==> config.mk <==
export PLATFORM = sky130hd
export DESIGN_NAME = pwrs_mulmod
export DESIGN_NICKNAME = d
export VERILOG_FILES = /design/src/design/pwrs_pkg.sv /design/src/design/pwrs_mulmod.sv
export SDC_FILE = /design/constraint.sdc
export NUM_CORES = 2
export LEC_CHECK = 0
export ABC_AREA = 1
export BUFFER_PORTS_ARGS = -buffer_cell sky130_fd_sc_hd__buf_2
export CORE_MARGIN = 2
export CORE_UTILIZATION = 24
export CTS_CLUSTER_DIAMETER = 80
export DETAILED_ROUTE_END_ITERATION = 10
export PLACE_DENSITY = 0.41
export REMOVE_ABC_BUFFERS = 1
export SYNTH_ARGS = -nofsm -noshare
export SYNTH_HDL_FRONTEND = slang
export SYNTH_SLANG_ARGS = --single-unit
export TNS_END_PERCENT = 20
==> constraint.sdc <==
create_clock -name clk -period 15.4 [get_ports clk]
set_input_delay 2.31 -clock clk [delete_from_list [all_inputs] [get_ports clk]]
set_output_delay 2.31 -clock clk [all_outputs]
set_load 0.02 [all_outputs]
==> src/design/pwrs_pkg.sv <==
`default_nettype none
// ---------------------------------------------------------------------------
// pwrs_pkg
// Shared types and constants for the weighted range sum block.
// ---------------------------------------------------------------------------
package pwrs_pkg;

  localparam int MaxN = 1048576;
  localparam int IdxW = $clog2(MaxN);
  localparam int CntW = IdxW + 1;
  localparam int ValW = 30;
  localparam logic [ValW-1:0] Modulus = 30'd1000000007;
  localparam logic [ValW-1:0] ExpInv = 30'd1000000005;
  localparam int ExpW = 30;
  // floor(2^60 / p) for the Barrett quotient estimate
  localparam logic [ValW:0] BarrettMu = 31'((64'd1 << 60) / 64'(Modulus));

  localparam logic [2:0] AddrBaseK = 3'd0;

  localparam logic [1:0] OpLoad  = 2'd0;
  localparam logic [1:0] OpQuery = 2'd1;
  localparam logic [1:0] OpClear = 2'd2;

  localparam logic [1:0] StOk    = 2'd0;
  localparam logic [1:0] StRange = 2'd1;
  localparam logic [1:0] StFull  = 2'd2;

  typedef enum logic [3:0] {
    S_IDLE,
    S_RD,
    S_RDWAIT,
    S_PW,
    S_LDMUL,
    S_QDIFF,
    S_EXP,
    S_QMUL,
    S_FIN,
    S_OUT
  } state_t;

endpackage
`default_nettype wire

==> src/design/pwrs_mulmod.sv <==
`default_nettype none
// ---------------------------------------------------------------------------
// pwrs_mulmod
// Multi-cycle a*b mod p: a registered 30x30 multiply followed by a Barrett
// reduction; prod, qmu, qp and rem are registered in turn before done and y.
// ---------------------------------------------------------------------------
module pwrs_mulmod (
  input  wire logic                       clk,
  input  wire logic                       rst,
  input  wire logic                       start,
  input  wire logic [pwrs_pkg::ValW-1:0]  a,
  input  wire logic [pwrs_pkg::ValW-1:0]  b,
  output logic                            done,
  output logic      [pwrs_pkg::ValW-1:0]  y
);
  import pwrs_pkg::*;

  logic [2*ValW-1:0] prod;
  logic [2*ValW+1:0] qmu;
  logic [31:0]       qp;
  logic [31:0]       rem;
  logic [31:0]       rem1;
  logic [31:0]       rem2;
  logic [3:0]        stage;

  always_ff @(posedge clk) begin
    if (rst) begin
      stage <= '0;
      done <= 1'b0;
    end else begin
      stage <= {stage[2:0], start};
      done <= stage[3];
    end
  end

  // quotient estimate is low by at most two, so the remainder is below 3p
  always_comb begin
    rem1 = (rem >= {2'b00, Modulus}) ? rem - {2'b00, Modulus} : rem;
    rem2 = (rem1 >= {2'b00, Modulus}) ? rem1 - {2'b00, Modulus} : rem1;
  end

  always_ff @(posedge clk) begin
    if (start) prod <= 60'(a) * 60'(b);
    if (stage[0]) qmu <= 62'(prod[2*ValW-1:ValW-1]) * 62'(BarrettMu);
    if (stage[1]) qp <= {1'b0, qmu[2*ValW+1:ValW+1]} * {2'b00, Modulus};
    if (stage[2]) rem <= prod[31:0] - qp;
    if (stage[3]) y <= rem2[ValW-1:0];
  end
endmodule
`default_nettype wire

; ---- After elaboration in Yosys (flattened, before gate mapping)
; Cells that the tools add are included.
; Widths: inputs -> output; s select.
[totals]
register_bits = 218
inputBits = 63
word_cells = 17
[op_classes]
add_sub_neg = 3
mul = 3
n_lt_le_gt_ge = 2
n_mux = 2
[ops]
columns = cell, n
row1 = $ge 32x30->1 const B, 2
row2 = $mul 30x30->60, 1
row3 = $mul 31x28->59 const B, 1
row4 = $mul 31x30->32 const B, 1
row5 = $mux 32, 1
row6 = $sub 32x30->32 const B, 1
row7 = $sub 32x32->32, 1
row8 = $mux 30, 1
row9 = $sub 30x30->30 const B, 1

; ---- Depth between registers and ports, before layout
[logic_depth]
depth_word = 4
mapped_depth = 33
mapped_depth_nobuf = 32

; ---- Least setup slack after synthesis
; No wires, ideal clock.
[synth_path]
kind = input port to flip-flop
startpoint = in b[4] in the netlist's numbering
endpoint = reg prod[59], data pin
setup_time_ns = 0.259
arrival_time_ns = 8.611
setup_slack_ns = 6.530
stages = 29
n_path_buf = 1
cell_sequence = clkbuf_1 nand2_1 inv_1 fa_1 fa_1 fa_1 inv_1 fa_1 inv_1 fa_1 inv_1 fa_1 inv_1 fa_1 inv_1 fa_1 inv_1 ha_1 nand2_1 nor2_1 inv_1 o21ai_0 nand3_1 o211ai_1 a21boi_0 o21ai_0 nand2_1 o211ai_1 nand2_1
[synth_via]
elab_chain_cells = 1
[synth_lines]
columns = element, line_no
row1 = from (decl), pwrs_mulmod.sv:12  ; input wire logic [pwrs_pkg::ValW-1:0] b,
row2 = $mul 30x30->60, pwrs_mulmod.sv:43  ; if (start) prod <= 60'(a) * 60'(b);
row3 = to (signal assigned), pwrs_mulmod.sv:43
row4 = to (decl), pwrs_mulmod.sv:18  ; logic [2*ValW-1:0] prod;
; No other way between the ends.
; A chain may end at the register's enable or synchronous reset.

; ---- Worst setup path in the final report
[layout_path]
startpoint = in a[16] in the netlist's numbering
endpoint = reg prod[52], data pin
[layout_via]
elab_chain_cells = 1
[layout_lines]
columns = element, line_no
row1 = from (decl), pwrs_mulmod.sv:11  ; input wire logic [pwrs_pkg::ValW-1:0] a,
row2 = $mul 30x30->60, pwrs_mulmod.sv:43
; No other way between the ends.

==> results.md <==
* Full die area at 263000 um2
* Port bufs at 93
* Syn. warnings at 0
* Status: finished, final reports clean
* Vias at 46000
* Initial core utilization at 0.242
* DR WL/cell at 18.0 um
* Post-route ant nets at 0
* Final Setup Violations at 0
* Gpl congestion at 0.877
* Ports at 94
* Largest area contributor in the netlist: fa_1
* Top post-synthesis cells by count: inv_1 (2254), nand2_1 (1536), fa_1 (1224), ha_1 (795), nor2_1 (271)
* Number of global-route vias before repair at 49600
* Sequential fraction of the synthesis area at 0.0909
* Grt ovf at 0
* Die Ht at 513 um
* Critical path's largest stage delay at 670 ps
* Synth cell types at 53
* DRC viols at 0
* Slowest-stage cell, CP: buf_2
* Cts bufs inserted at 17
* Synthesis-stage register bit count at 190
* Clk sinks at 190
* Layout cells sized above 1 at 0.0303
* Post-CTS sizing at 0
* Core area at 257000 um2
* Fin Setup TNS at 0 ps
* NumNets Final at 9483
* Max-cap violations at 0
* Slew HR at 0.325
* RSZ-0062 raised after global routing: no
* Post-CTS Setup Inserts at 0
* First-pass GRT wire length at 303000 um
* Routed WL at 194000 um
* Worst-path clk slew at 80 ps
* Mapped Area at 62200 um2
* Post-layout min period at 9960 ps
* CP endpoint kind: flip-flop
* FFs w/ async S/R, synth at 0
* Highest clock rate at 100 MHz
* GRT Total Usage at 0.150
* HPWL after detailed placement at 163000 um
* Layout overhead on the synthesized area at 7.84%
* Clk_skew at 19.0 ps
* Die Wd at 513 um
* DRT Pass-1 Iters at 5
* Worst-Margin Slew at 1010 ps
* Worst path arrival time at 10210 ps
* CP Class: in -> reg
* DP Area at 66400 um2
* Worst-case clock buffer depth at 2
* Critical path startpoint category: primary input
* Via density per instance at 4.26
* Fin. Hold Viols at 0
* Most frequent CP cell: fa_1
* Most frequent cell after synthesis: inv_1
* H-tree levels at 4
* Syn Inst Count at 7439
* Critical Path RT at 15650 ps
* Avg Cell Area, Syn at 8.36 um2
* Worst min-delay path class: reg -> reg
* Iteration-0 DRC Markers at 2654
* Largest net degree at the start of global routing at 55
* EDFF count, synth at 185
* Crit Path Max Fanout at 30
* Root Driver: clkbuf_16
* Design area at 67100 um2
* Fin crit share at 0.647
* Final count of pins violating max slew at 0
* CTS tree: done
* Ys flop type: edfxtp_1
* Initial antenna violation count at 2
* Post-CTS Hold Buffers at 0
* Top post-synthesis cells by area: fa_1 (39%), ha_1 (16%), inv_1 (14%)
* # rows at 186
* Clock latency on the worst-skew pair at 530 ps
* Post-synth top area share at 0.394
-- stage by stage --
| step | utilization | setup WS [ps] | hold WS [ps] | std cells |
|---|---|---|---|---|
| finish | 0.261 | 5440 | 448 | 10800 |
| CTS | 0.261 | 5470 | 455 | 10800 |
| floorplan | - | 6770 | 607 | 7245 |
| global route | 0.261 | 4990 | 471 | 10800 |
| detailed placement | 0.258 | 4900 | 442 | 10800 |
| global placement | 0.258 | 4840 | 437 | 10800 |
-- routing by layer --
layer | wire length [um] | part of all wire | vias up | track usage
met5 | 0 | 0 | - | 0
met3 | 6810 | 0.035 | 147 | 0.0119
met2 | 89600 | 0.46 | 919 | 0.246
met4 | 3330 | 0.017 | 0 | 0.0291
li1 | - | - | 21700 | -
met1 | 94400 | 0.49 | 23200 | 0.215
-- flip-flops by register name, indices dropped and copies added (netlist names) --
register  cells
stage         4
done          1
y            30
prod         60
qmu          31
qp           32
rem          32
-- cell type report --
class                      instances  area (um2)
clock inverter                    15         238
sequential                       190        5660
fill                           27900      190000
timing repair buffer             137         796
multi-input combinational       4785       47200
inverter                        2270        8520
clock buffer                      17         425
antenna                            1        2.50
tap                             3384        4230
-- logic make-up (layout without fill, tap and decap cells) --
logic type	after synthesis	in the layout	synth area share
flops	190	190	0.0909
simple gates	2068	2068	0.133
other cells	0	1	0
fa+ha+maj	2019	2019	0.554
compound gates	508	508	0.0455
xor+xnor	190	190	0.0269
buf+inv	2464	2439	0.150
-- worst paths after layout --
kind | start | to | slack, ps | cells after the start
max | a[16] | prod[52]$_DFFE_PP_ | 5440 | 27
min | stage[0]$_SDFF_PP0_ | stage[1]$_SDFF_PP0_ | 450 | 2
max reg2reg | prod[53]$_DFFE_PP_ | qmu[61]$_DFFE_PP_ | 8360 | 20
min reg2reg | stage[0]$_SDFF_PP0_ | stage[1]$_SDFF_PP0_ | 450 | 2
-- worst max-delay path, delay by kind of cell --
| kind | cells | cell delay (ps) |
|---|---|---|
| buffers and inverters | 6 | 1030 |
| XOR/XNOR | 1 | 140 |
| AO/OA/AOI/OAI | 4 | 1200 |
| adder cells (fa/ha/maj) | 9 | 4420 |
| AND/OR/NAND/NOR | 7 | 1050 |
-- layout by cell type (no fill, tap or decap), types with 10 or more instances in the layout --
cell and count:
a21boi_0 12, a21o_1 12, a21oi_1 242, a31oi_1 31, buf_2 93, buf_4 44, clkbuf_16 17, edfxtp_1 185
fa_1 1224, ha_1 795, inv_1 2254, inv_2 15, nand2_1 1536, nand2_2 20, nand3_1 139, nand4_1 25
nor2_1 271, nor3_1 40, o211ai_1 10, o21a_1 18, o21ai_0 127, o21ai_1 18, o21bai_1 14, xnor2_1 66
xor2_1 123
Power is left out: the tool's default activity adds up to more than one toggle a clock period on the data nets, which glitch-free logic cannot reach.
